### src/design/jsbe_pkg.sv
`timescale 1ns / 1ps

package jsbe_pkg;

   // Longest escaped run for one transaction: two quotes and a six-byte escape.
   localparam int MAX_RESULTS = 8;
   localparam int LEN_W       = $clog2(MAX_RESULTS + 1);
   localparam int IDX_W       = $clog2(MAX_RESULTS);
   localparam int ESC_LEN_W   = 3;

   // Default depth of the queue between the classifier and the emitter.
   localparam int QUEUE_DEPTH_DEF = 2;

   // Characters used by the escaper.
   localparam logic [7:0] CH_QUOTE     = 8'h22;
   localparam logic [7:0] CH_BSLASH    = 8'h5C;
   localparam logic [7:0] CH_SPACE     = 8'h20;
   localparam logic [7:0] CH_U         = 8'h75;
   localparam logic [7:0] CH_ZERO      = 8'h30;
   localparam logic [7:0] CH_HEX_ALPHA = 8'h57;
   localparam logic [7:0] CH_NONE      = 8'h00;

   // Control codes with a short escape, and their letters.
   localparam logic [7:0] CC_BACKSPACE = 8'h08;
   localparam logic [7:0] CC_TAB       = 8'h09;
   localparam logic [7:0] CC_NEWLINE   = 8'h0A;
   localparam logic [7:0] CC_FORMFEED  = 8'h0C;
   localparam logic [7:0] CC_RETURN    = 8'h0D;
   localparam logic [7:0] CH_B         = 8'h62;
   localparam logic [7:0] CH_T         = 8'h74;
   localparam logic [7:0] CH_N         = 8'h6E;
   localparam logic [7:0] CH_F         = 8'h66;
   localparam logic [7:0] CH_R         = 8'h72;

   // One classified transaction: the bytes to send and how many there are.
   typedef struct packed {
      logic [MAX_RESULTS-1:0][7:0] seq_bytes;
      logic [LEN_W-1:0]            seq_len;
   } seq_entry_type;

   // Queue status seen by the classifier and the emitter.
   typedef struct packed {
      logic full;
      logic empty;
   } queue_status_type;

   // Lower-case hex digit of a nibble.
   function automatic logic [7:0] hex_digit(input logic [3:0] nib);
      if (nib < 4'd10) begin
         return CH_ZERO + {4'b0, nib};
      end
      return CH_HEX_ALPHA + {4'b0, nib};
   endfunction

   // Letter of the short escape for a control code, CH_NONE if it has none.
   function automatic logic [7:0] short_escape(input logic [7:0] c);
      logic [7:0] letter;
      letter = CH_NONE;
      unique case (c)
         CC_BACKSPACE: letter = CH_B;
         CC_TAB:       letter = CH_T;
         CC_NEWLINE:   letter = CH_N;
         CC_FORMFEED:  letter = CH_F;
         CC_RETURN:    letter = CH_R;
         default:      letter = CH_NONE;
      endcase
      return letter;
   endfunction

endpackage

### src/design/jsbe_if.sv
`timescale 1ns / 1ps

// Request channel: one string byte with its framing marks.
interface jsbe_req_if;
   logic       valid;
   logic       ready;
   logic [7:0] data_byte;
   logic       string_start;
   logic       string_end;
   logic       no_byte;

   modport source(output valid, output data_byte, output string_start,
                  output string_end, output no_byte, input ready);
   modport sink(input valid, input data_byte, input string_start,
                input string_end, input no_byte, output ready);
endinterface

// Response channel: one escaped output byte.
interface jsbe_rsp_if;
   logic       valid;
   logic       ready;
   logic [7:0] out_byte;
   logic       last_of_run;

   modport source(output valid, output out_byte, output last_of_run, input ready);
   modport sink(input valid, input out_byte, input last_of_run, output ready);
endinterface

### src/design/jsbe_front.sv
`timescale 1ns / 1ps

module jsbe_front (
   jsbe_req_if.sink                  req_ch,
   input  jsbe_pkg::queue_status_type q_status,
   output logic                      push,
   output jsbe_pkg::seq_entry_type   push_entry
);
   import jsbe_pkg::*;

   logic [7:0]           esc [MAX_RESULTS];
   logic [ESC_LEN_W-1:0] esc_len;
   logic [ESC_LEN_W-1:0] mid_len;
   logic [7:0]           letter;
   logic [LEN_W-1:0]     pos;
   logic [LEN_W-1:0]     rel;
   logic [LEN_W-1:0]     off;

   // Escape sequence of the data byte alone.
   always_comb begin
      letter = short_escape(req_ch.data_byte);
      for (int i = 0; i < MAX_RESULTS; i++) begin
         esc[i] = CH_ZERO;
      end
      if (req_ch.data_byte == CH_QUOTE || req_ch.data_byte == CH_BSLASH) begin
         esc[0]  = CH_BSLASH;
         esc[1]  = req_ch.data_byte;
         esc_len = ESC_LEN_W'(2);
      end else if (req_ch.data_byte >= CH_SPACE) begin
         esc[0]  = req_ch.data_byte;
         esc_len = ESC_LEN_W'(1);
      end else if (letter != CH_NONE) begin
         esc[0]  = CH_BSLASH;
         esc[1]  = letter;
         esc_len = ESC_LEN_W'(2);
      end else begin
         esc[0]  = CH_BSLASH;
         esc[1]  = CH_U;
         esc[2]  = CH_ZERO;
         esc[3]  = CH_ZERO;
         esc[4]  = hex_digit(req_ch.data_byte[7:4]);
         esc[5]  = hex_digit(req_ch.data_byte[3:0]);
         esc_len = ESC_LEN_W'(6);
      end
   end

   // Frame the escape with the opening and closing quotes.
   always_comb begin
      off     = {{(LEN_W-1){1'b0}}, req_ch.string_start};
      mid_len = req_ch.no_byte ? '0 : esc_len;
      pos     = '0;
      rel     = '0;
      for (int i = 0; i < MAX_RESULTS; i++) begin
         pos = LEN_W'(i);
         rel = pos - off;
         if (req_ch.string_start && i == 0) begin
            push_entry.seq_bytes[i] = CH_QUOTE;
         end else if (rel < {{(LEN_W-ESC_LEN_W){1'b0}}, mid_len}) begin
            push_entry.seq_bytes[i] = esc[rel[IDX_W-1:0]];
         end else begin
            push_entry.seq_bytes[i] = CH_QUOTE;
         end
      end
      push_entry.seq_len = off + {{(LEN_W-ESC_LEN_W){1'b0}}, mid_len}
                         + {{(LEN_W-1){1'b0}}, req_ch.string_end};
   end

   // Accept while the queue has room; empty transactions are dropped here.
   assign req_ch.ready = !q_status.full;
   assign push = req_ch.valid && !q_status.full && (push_entry.seq_len != '0);

endmodule

### src/design/jsbe_queue.sv
`timescale 1ns / 1ps

module jsbe_queue #(
   parameter int DEPTH = jsbe_pkg::QUEUE_DEPTH_DEF
) (
   input  logic                       clock,
   input  logic                       reset,
   input  logic                       push,
   input  jsbe_pkg::seq_entry_type    push_entry,
   input  logic                       pop,
   output jsbe_pkg::seq_entry_type    head_entry,
   output jsbe_pkg::queue_status_type q_status
);
   import jsbe_pkg::*;

   localparam int PTR_W = (DEPTH > 1) ? $clog2(DEPTH) : 1;
   localparam int CNT_W = $clog2(DEPTH + 1);
   localparam logic [PTR_W-1:0] LAST_PTR = PTR_W'(DEPTH - 1);
   localparam logic [CNT_W-1:0] FULL_CNT = CNT_W'(DEPTH);

   seq_entry_type    slots_ff [DEPTH];
   logic [PTR_W-1:0] wr_ptr_ff, wr_ptr_in;
   logic [PTR_W-1:0] rd_ptr_ff, rd_ptr_in;
   logic [CNT_W-1:0] count_ff, count_in;

   // Pointer and occupancy updates.
   always_comb begin
      wr_ptr_in = wr_ptr_ff;
      rd_ptr_in = rd_ptr_ff;
      count_in  = count_ff;
      if (push) begin
         wr_ptr_in = (wr_ptr_ff == LAST_PTR) ? '0 : wr_ptr_ff + 1'b1;
      end
      if (pop) begin
         rd_ptr_in = (rd_ptr_ff == LAST_PTR) ? '0 : rd_ptr_ff + 1'b1;
      end
      if (push && !pop) begin
         count_in = count_ff + 1'b1;
      end else if (pop && !push) begin
         count_in = count_ff - 1'b1;
      end
   end

   always_ff @(posedge clock) begin
      if (reset) begin
         wr_ptr_ff <= '0;
         rd_ptr_ff <= '0;
         count_ff  <= '0;
      end else begin
         wr_ptr_ff <= wr_ptr_in;
         rd_ptr_ff <= rd_ptr_in;
         count_ff  <= count_in;
      end
   end

   // Entry storage.
   always_ff @(posedge clock) begin
      if (push) begin
         slots_ff[wr_ptr_ff] <= push_entry;
      end
   end

   assign head_entry     = slots_ff[rd_ptr_ff];
   assign q_status.full  = (count_ff == FULL_CNT);
   assign q_status.empty = (count_ff == '0);

endmodule

### src/design/jsbe_back.sv
`timescale 1ns / 1ps

module jsbe_back (
   input  logic                       clock,
   input  logic                       reset,
   input  jsbe_pkg::seq_entry_type    head_entry,
   input  jsbe_pkg::queue_status_type q_status,
   output logic                       pop,
   jsbe_rsp_if.source                 rsp_ch
);
   import jsbe_pkg::*;

   logic [IDX_W-1:0] idx_ff, idx_in;
   logic             rsp_valid_ff, rsp_valid_in;
   logic [7:0]       out_byte_ff, out_byte_in;
   logic             last_ff, last_in;
   logic             load;
   logic             at_last;

   // Load the output register from a non-empty queue whenever it is free or being drained.
   assign load    = !q_status.empty && (!rsp_valid_ff || rsp_ch.ready);
   assign at_last = ({1'b0, idx_ff} + 1'b1) == head_entry.seq_len;
   assign pop     = load && at_last;

   // Step through the bytes of the head entry.
   always_comb begin
      idx_in       = idx_ff;
      out_byte_in  = out_byte_ff;
      last_in      = last_ff;
      rsp_valid_in = rsp_valid_ff && !rsp_ch.ready;
      if (load) begin
         out_byte_in  = head_entry.seq_bytes[idx_ff];
         last_in      = at_last;
         rsp_valid_in = 1'b1;
         idx_in       = at_last ? '0 : idx_ff + 1'b1;
      end
   end

   always_ff @(posedge clock) begin
      if (reset) begin
         idx_ff       <= '0;
         rsp_valid_ff <= 1'b0;
      end else begin
         idx_ff       <= idx_in;
         rsp_valid_ff <= rsp_valid_in;
      end
   end

   // Output payload.
   always_ff @(posedge clock) begin
      out_byte_ff <= out_byte_in;
      last_ff     <= last_in;
   end

   assign rsp_ch.valid       = rsp_valid_ff;
   assign rsp_ch.out_byte    = out_byte_ff;
   assign rsp_ch.last_of_run = last_ff;

endmodule

### src/design/json_string_byte_escaper_unit.sv
`timescale 1ns / 1ps

// JSON string byte escaper.
// The request channel (req_ch) takes one string byte per transaction with
// marks for the first and last byte of a string; no_byte marks a transaction
// that carries no text. The response channel (rsp_ch) returns the escaped JSON
// text one byte per transaction, with last_of_run on the final byte that a
// request caused. A request that causes no bytes is absorbed silently.
// A classifier builds the full escaped run (one to eight bytes) in the cycle
// a request is accepted and writes it into a small queue; an emitter sends
// one byte of the head run per cycle, while the receiver takes bytes,
// through a registered output. The first byte of a run passes through the
// queue and then the output register before it is valid.
// Throughput: one output byte per cycle while the receiver takes bytes;
// plain bytes flow at one request per cycle, while escapes stall the
// request side once the queue fills.
// Reset empties the queue and clears the output valid flag; no clearing pass is needed.
// When the receiver stalls, the output byte holds, the queue fills and
// req_ch.ready drops until space frees up.
module json_string_byte_escaper_unit #(
   parameter int QUEUE_DEPTH = jsbe_pkg::QUEUE_DEPTH_DEF
) (
   input  logic        clock,
   input  logic        reset,
   jsbe_req_if.sink    req_ch,
   jsbe_rsp_if.source  rsp_ch
);
   import jsbe_pkg::*;

   seq_entry_type    push_entry;
   seq_entry_type    head_entry;
   queue_status_type q_status;
   logic             push;
   logic             pop;

   // Classification of incoming transactions.
   jsbe_front u_front (
      .req_ch     (req_ch),
      .q_status   (q_status),
      .push       (push),
      .push_entry (push_entry)
   );

   // Decoupling queue.
   jsbe_queue #(
      .DEPTH (QUEUE_DEPTH)
   ) u_queue (
      .clock      (clock),
      .reset      (reset),
      .push       (push),
      .push_entry (push_entry),
      .pop        (pop),
      .head_entry (head_entry),
      .q_status   (q_status)
   );

   // Byte emitter.
   jsbe_back u_back (
      .clock      (clock),
      .reset      (reset),
      .head_entry (head_entry),
      .q_status   (q_status),
      .pop        (pop),
      .rsp_ch     (rsp_ch)
   );

endmodule

### src/flat_wrapper.sv
// flat-port wrapper written by rule: the top's interface ports become plain ports
module json_string_byte_escaper_unit_flat import jsbe_pkg::*;
#(
   parameter int QUEUE_DEPTH = jsbe_pkg::QUEUE_DEPTH_DEF
)
  (clock, reset, req_ch_valid, req_ch_data_byte, req_ch_string_start, req_ch_string_end, req_ch_no_byte, req_ch_ready, rsp_ch_valid, rsp_ch_out_byte, rsp_ch_last_of_run, rsp_ch_ready);
  jsbe_req_if req_ch_i ();
  jsbe_rsp_if rsp_ch_i ();
  input  logic clock;
  input  logic reset;
  input wire logic [$bits(req_ch_i.valid)-1:0] req_ch_valid;
  input wire logic [$bits(req_ch_i.data_byte)-1:0] req_ch_data_byte;
  input wire logic [$bits(req_ch_i.string_start)-1:0] req_ch_string_start;
  input wire logic [$bits(req_ch_i.string_end)-1:0] req_ch_string_end;
  input wire logic [$bits(req_ch_i.no_byte)-1:0] req_ch_no_byte;
  output wire logic [$bits(req_ch_i.ready)-1:0] req_ch_ready;
  output wire logic [$bits(rsp_ch_i.valid)-1:0] rsp_ch_valid;
  output wire logic [$bits(rsp_ch_i.out_byte)-1:0] rsp_ch_out_byte;
  output wire logic [$bits(rsp_ch_i.last_of_run)-1:0] rsp_ch_last_of_run;
  input wire logic [$bits(rsp_ch_i.ready)-1:0] rsp_ch_ready;
  assign req_ch_i.valid = req_ch_valid;
  assign req_ch_i.data_byte = req_ch_data_byte;
  assign req_ch_i.string_start = req_ch_string_start;
  assign req_ch_i.string_end = req_ch_string_end;
  assign req_ch_i.no_byte = req_ch_no_byte;
  assign req_ch_ready = req_ch_i.ready;
  assign rsp_ch_valid = rsp_ch_i.valid;
  assign rsp_ch_out_byte = rsp_ch_i.out_byte;
  assign rsp_ch_last_of_run = rsp_ch_i.last_of_run;
  assign rsp_ch_i.ready = rsp_ch_ready;
  json_string_byte_escaper_unit #(.QUEUE_DEPTH(QUEUE_DEPTH)) u_core (.clock(clock), .reset(reset), .req_ch(req_ch_i), .rsp_ch(rsp_ch_i));
endmodule
### config.mk
export PLATFORM = sky130hd
export DESIGN_NAME = json_string_byte_escaper_unit_flat
export DESIGN_NICKNAME = d
export VERILOG_FILES = /design/src/design/jsbe_pkg.sv /design/src/design/jsbe_if.sv /design/src/design/jsbe_front.sv /design/src/design/jsbe_queue.sv /design/src/design/jsbe_back.sv /design/src/design/json_string_byte_escaper_unit.sv /design/src/flat_wrapper.sv
export SDC_FILE = /design/constraint.sdc
export NUM_CORES = 1
export LEC_CHECK = 0
export BUFFER_PORTS_ARGS = -buffer_cell sky130_fd_sc_hd__buf_2
export CORE_MARGIN = 2
export CORE_UTILIZATION = 35
export CTS_BUF_LIST = sky130_fd_sc_hd__clkbuf_8
export DETAILED_ROUTE_END_ITERATION = 10
export PLACE_DENSITY = 0.61
export SETUP_SLACK_MARGIN = 0.1
export SYNTH_ARGS = -nofsm -noshare
export SYNTH_HDL_FRONTEND = slang
export SYNTH_SLANG_ARGS = --single-unit
### constraint.sdc
create_clock -name clock -period 5.5 [get_ports clock]
set_clock_uncertainty 0.1 [all_clocks]
set_input_delay 0.275 -clock clock [delete_from_list [all_inputs] [get_ports clock]]
set_output_delay 0.275 -clock clock [all_outputs]
set_load 0.005 [all_outputs]
==> results.yml <==
power:
  p_seq_share_pct: 49.6
  comb_power_share_pct: 19.3
  power_leakage_nw: 2.267
  total_power_mw: 2.637
  cell_internal_pwr_mw: 1.917
  powerDensity_nw_per_um2: 398.2
  power.switching_mw: 0.7204
  clock_power_share_pct: 31.1
  ir_drop_v: 0.0001495
  switching_share_pct: 27.32
sta:
  tightest_slew_ns: 0.9687
  fin_ws_ns: 1.458
  min_period_over_period_pct: 73.49
  rsz0062_at_grt: "no"
  fmax_mhz: 247.4
  slew_headroom_pct: 34.82
  slew_violations: 0
  layout_min_cycle_time_ns: 4.042
  whs_ns: 0.03002
  setup_violations: 0
  timing.setup.tns_ns: 0
  hold_violations: 0
floorplan:
  die_h_um: 132.6
  coreArea_um2: 16410
  rows: 47
  fp.dieW_um: 132.6
  start_util_pct: 35.30
  pin_count: 26
  dieArea_um2: 17590
setup_path:
  endpoint_kind: "flip-flop"
  critical_path_buf_inv_count: 5
  start_kind: "primary input"
  r2r-end: "u_core.u_queue.count_ff[1]$_SDFFE_PP0P_"
  cp.arrival_ns: 4.00
  path_cells: "buf_2 -> inv_1 -> ha_1 -> nand4_1 -> nor3b_2 -> or3_1 -> nor2_1 -> inv_1 -> fa_1 -> inv_1 -> ha_1 -> nor2_1 -> nand4b_1 -> o211ai_2 -> a31oi_4 -> nor2b_4 -> buf_4"
  rr_startpoint: "u_core.u_back.idx_ff[1]$_SDFFE_PP0P_"
  crit_family: "simple AND/OR/NAND/NOR gates"
  required_ns: 5.46
  r2r_slack_ns: 1.97
  critPathKind: "in -> reg"
  cp_slowest_cell: "buf_4"
  endpoint: "u_core.u_queue.slots_ff[0][50]$_DFFE_PP_"
  reg2reg_depth: 8
  slowest_delay_ns: 0.57
  crit_top_cell: "inv_1"
  cp_max_fo: 54
  cp.depth: 17
  critical_path.startpoint: "req_ch_data_byte[1]"
synthesis:
  ys_types: 56
  yosysWarnings: 0
  synth-seq-cells: 126
  syn_area_per_cell_um2: 14.27
  synth_area_um2: 5792
  async_reset_ff_share_pct: 0
  seq_area_frac_synth_pct: 63.77
  synthCells: 406
  synthFlopType: "edfxtp_1"
  synth_edf_count: 117
place:
  dpl.cell_count: 651
  port_buffers: 25
  placed_area_um2: 6215
  hpwl_um: 7807
  place_ws_ns: 1.010
  finalWeightedCongestion: 0.8027
cts:
  clk_path_buf_depth: 2
  cts_max_level: 4
  cts_resized: 0
  cts.sinks: 126
  cts_tree: "built"
  path_clk_slew_ns: 0.08
  cts_made_buffers: 17
  holdBufCountCts: 0
  clock_latency_ns: 0.43
  cts_setup_buffers: 0
  root_buffer: "clkbuf_8"
drt:
  drt-wirelength-per-cell_um: 17.00
  first_pass_iters: 4
  wl_met1_um: 5526
  met3_length_um: 461
  dr.first_iter.drc_count: 220
  top_layer: "met4"
  vias_per_cell: 4.921
  ant_nets: 0
  wl_um: 11610
  wl_met2_um: 5458
  vias: 3361
  drc: 0
run_status:
  status: "complete, no violations"
layout:
  stdcell_count: 683
  drive_gt1_share_pct: 20.73
  final_nets: 480
  area_delta_synth_final_pct: 14.34
  n_antenna_cell: 0
  fin_util_pct: 40.36
  design_area_um2: 6623
grt:
  grt_usage_pct: 14.08
  grt_pass1_wl_um: 18710
  globalRouteOverflowTotal: 0
  antenna_found_initial: 0
  grt_max_degree: 55
  grt_pass1_vias: 3333
run:
  max_cap_viol_count: 0
min_path:
  hold_class: "in -> reg"
==> worst register-to-register path, cell delays in order, from the launching register on <==
cell     delay (ns)
dfxtp_1        0.80
ha_1           0.34
xor2_1         0.20
xnor2_1        0.09
nor4_1         0.80
nand2_1        0.23
ha_1           0.39
or3_1          0.38
a21oi_1        0.14
==> registers in the layout, indices dropped and copies added, names as in the netlist, named ones only <==
| signal | flops |
|---|---|
| u_core.u_back.rsp_ch.valid | 1 |
| u_core.u_back.rsp_ch.out_byte | 8 |
| u_core.u_queue.wr_ptr_ff | 1 |
| u_core.u_queue.slots_ff | 108 |
| u_core.u_back.idx_ff | 3 |
| u_core.u_queue.count_ff | 2 |
| u_core.u_queue.rd_ptr_ff | 1 |
| u_core.u_back.rsp_ch.last_of_run | 1 |
==> cell usage after synthesis (2+ instances only) <==
cell      count  area share [%]
buf_6         2            0.39
a31oi_4       2            0.73
mux2i_1      16             2.8
a311oi_1      2            0.30
nor3_1        8            0.69
clkbuf_1     11            0.71
mux2_2        2            0.39
nand4_1       3            0.32
nand2_1      19             1.2
a21o_1        2            0.26
nor4_1        3            0.32
a211oi_1      6            0.78
nand3_1       7            0.60
nor2_1       45             2.9
edfxtp_1    117              61
nor2b_1       6            0.65
or3_1         3            0.32
conb_1        2            0.13
o21ai_0      23             2.0
and2_1        3            0.32
buf_2         3            0.26
buf_1         3            0.19
a21oi_1      17             1.5
ha_1         14             3.0
xnor2_1       5            0.76
xor2_1        6            0.91
inv_1        16             1.0
mux4_2       20             7.8
a22oi_1       2            0.26
dfxtp_1       9             3.1
nand2b_1      4            0.43
==> power by group through the flow <==
stage	logic, mW	clock network, mW	registers, mW
4_1_cts	0.521	0.840	1.31
3_5_place_dp	0.520	0	1.33
6_report	0.510	0.819	1.31
5_1_grt	0.567	0.880	1.33
2_1_floorplan	0.365	0	1.30
3_3_place_gp	0.509	0	1.33
==> final cells by class <==
cell class / instances / area (um2)
Fill cell: 1536 / 9784
Sequential cell: 126 / 3695
Multi-Input combinational cell: 257 / 1999
Tap cell: 220 / 275.3
Clock buffer: 19 / 261.5
Timing Repair Buffer: 30 / 175.2
Clock inverter: 13 / 146.4
Inverter: 18 / 70.07
==> how the worst min path moves through the flow <==
| stage | start | to | slack [ns] | cells past startpoint |
|---|---|---|---|---|
| 4_1_cts | reset | u_core.u_back.idx_ff[2]$_SDFFE_PP0P_ | 0.007 | 2 |
| 3_5_place_dp | u_core.u_back.rsp_ch.valid$_SDFF_PP0_ | u_core.u_back.rsp_ch.valid$_SDFF_PP0_ | 0.41 | 2 |
| 2_1_floorplan | req_ch_no_byte | u_core.u_queue.slots_ff[0][29]$_DFFE_PP_ | 0.37 | 2 |
| 6_report | reset | u_core.u_back.idx_ff[2]$_SDFFE_PP0P_ | 0.03 | 2 |
| 5_1_grt | reset | u_core.u_back.rsp_ch.valid$_SDFF_PP0_ | 0.02 | 2 |
| 3_3_place_gp | u_core.u_queue.rd_ptr_ff$_SDFFE_PP0P_ | flip-flop | 0.39 | 2 |
==> layout by cell type, fill, tap and decap left out, types with 3 or more instances in the layout <==
master     synthesis  layout
edfxtp_1         117     117
nor2_1            45      45
buf_2              3      25
o21ai_0           23      23
mux4_2            20      20
inv_1             16      19
nand2_1           19      19
clkbuf_8           0      19
a21oi_1           17      17
mux2i_1           16      16
conb_1             2      16
ha_1              14      14
nor3_1             8       8
dfxtp_1            9       8
nand3_1            7       7
a211oi_1           6       6
xor2_1             6       6
nor2b_1            6       5
xnor2_1            5       5
nand2b_1           4       4
buf_4              0       4
nand4_1            3       3
inv_4              1       3
or3_1              3       3
nor4_1             3       3
bufinv_16          0       3
clkinv_2           0       3
==> logic make-up after synthesis <==
| logic type | after synthesis | synth area share (%) |
|---|---|---|
| AOI/OAI and AO/OA | 66 | 7.648 |
| buffers and inverters | 37 | 2.765 |
| DFF | 126 | 63.77 |
| muxes | 39 | 11.19 |
| and+or+nand+nor | 110 | 9.462 |
| other | 2 | 0.1297 |
| xor gates and xnor gates | 11 | 1.663 |
| adders and majority gates | 15 | 3.370 |
==> layer usage <==
layer  GRT usage [%]  vias up
li1                -     1616
met3           3.410       10
met4           5.436        0
met5               0        -
met2           22.05       79
met1           19.03     1656
No activity file was read; power rests on OpenSTA's default activity.
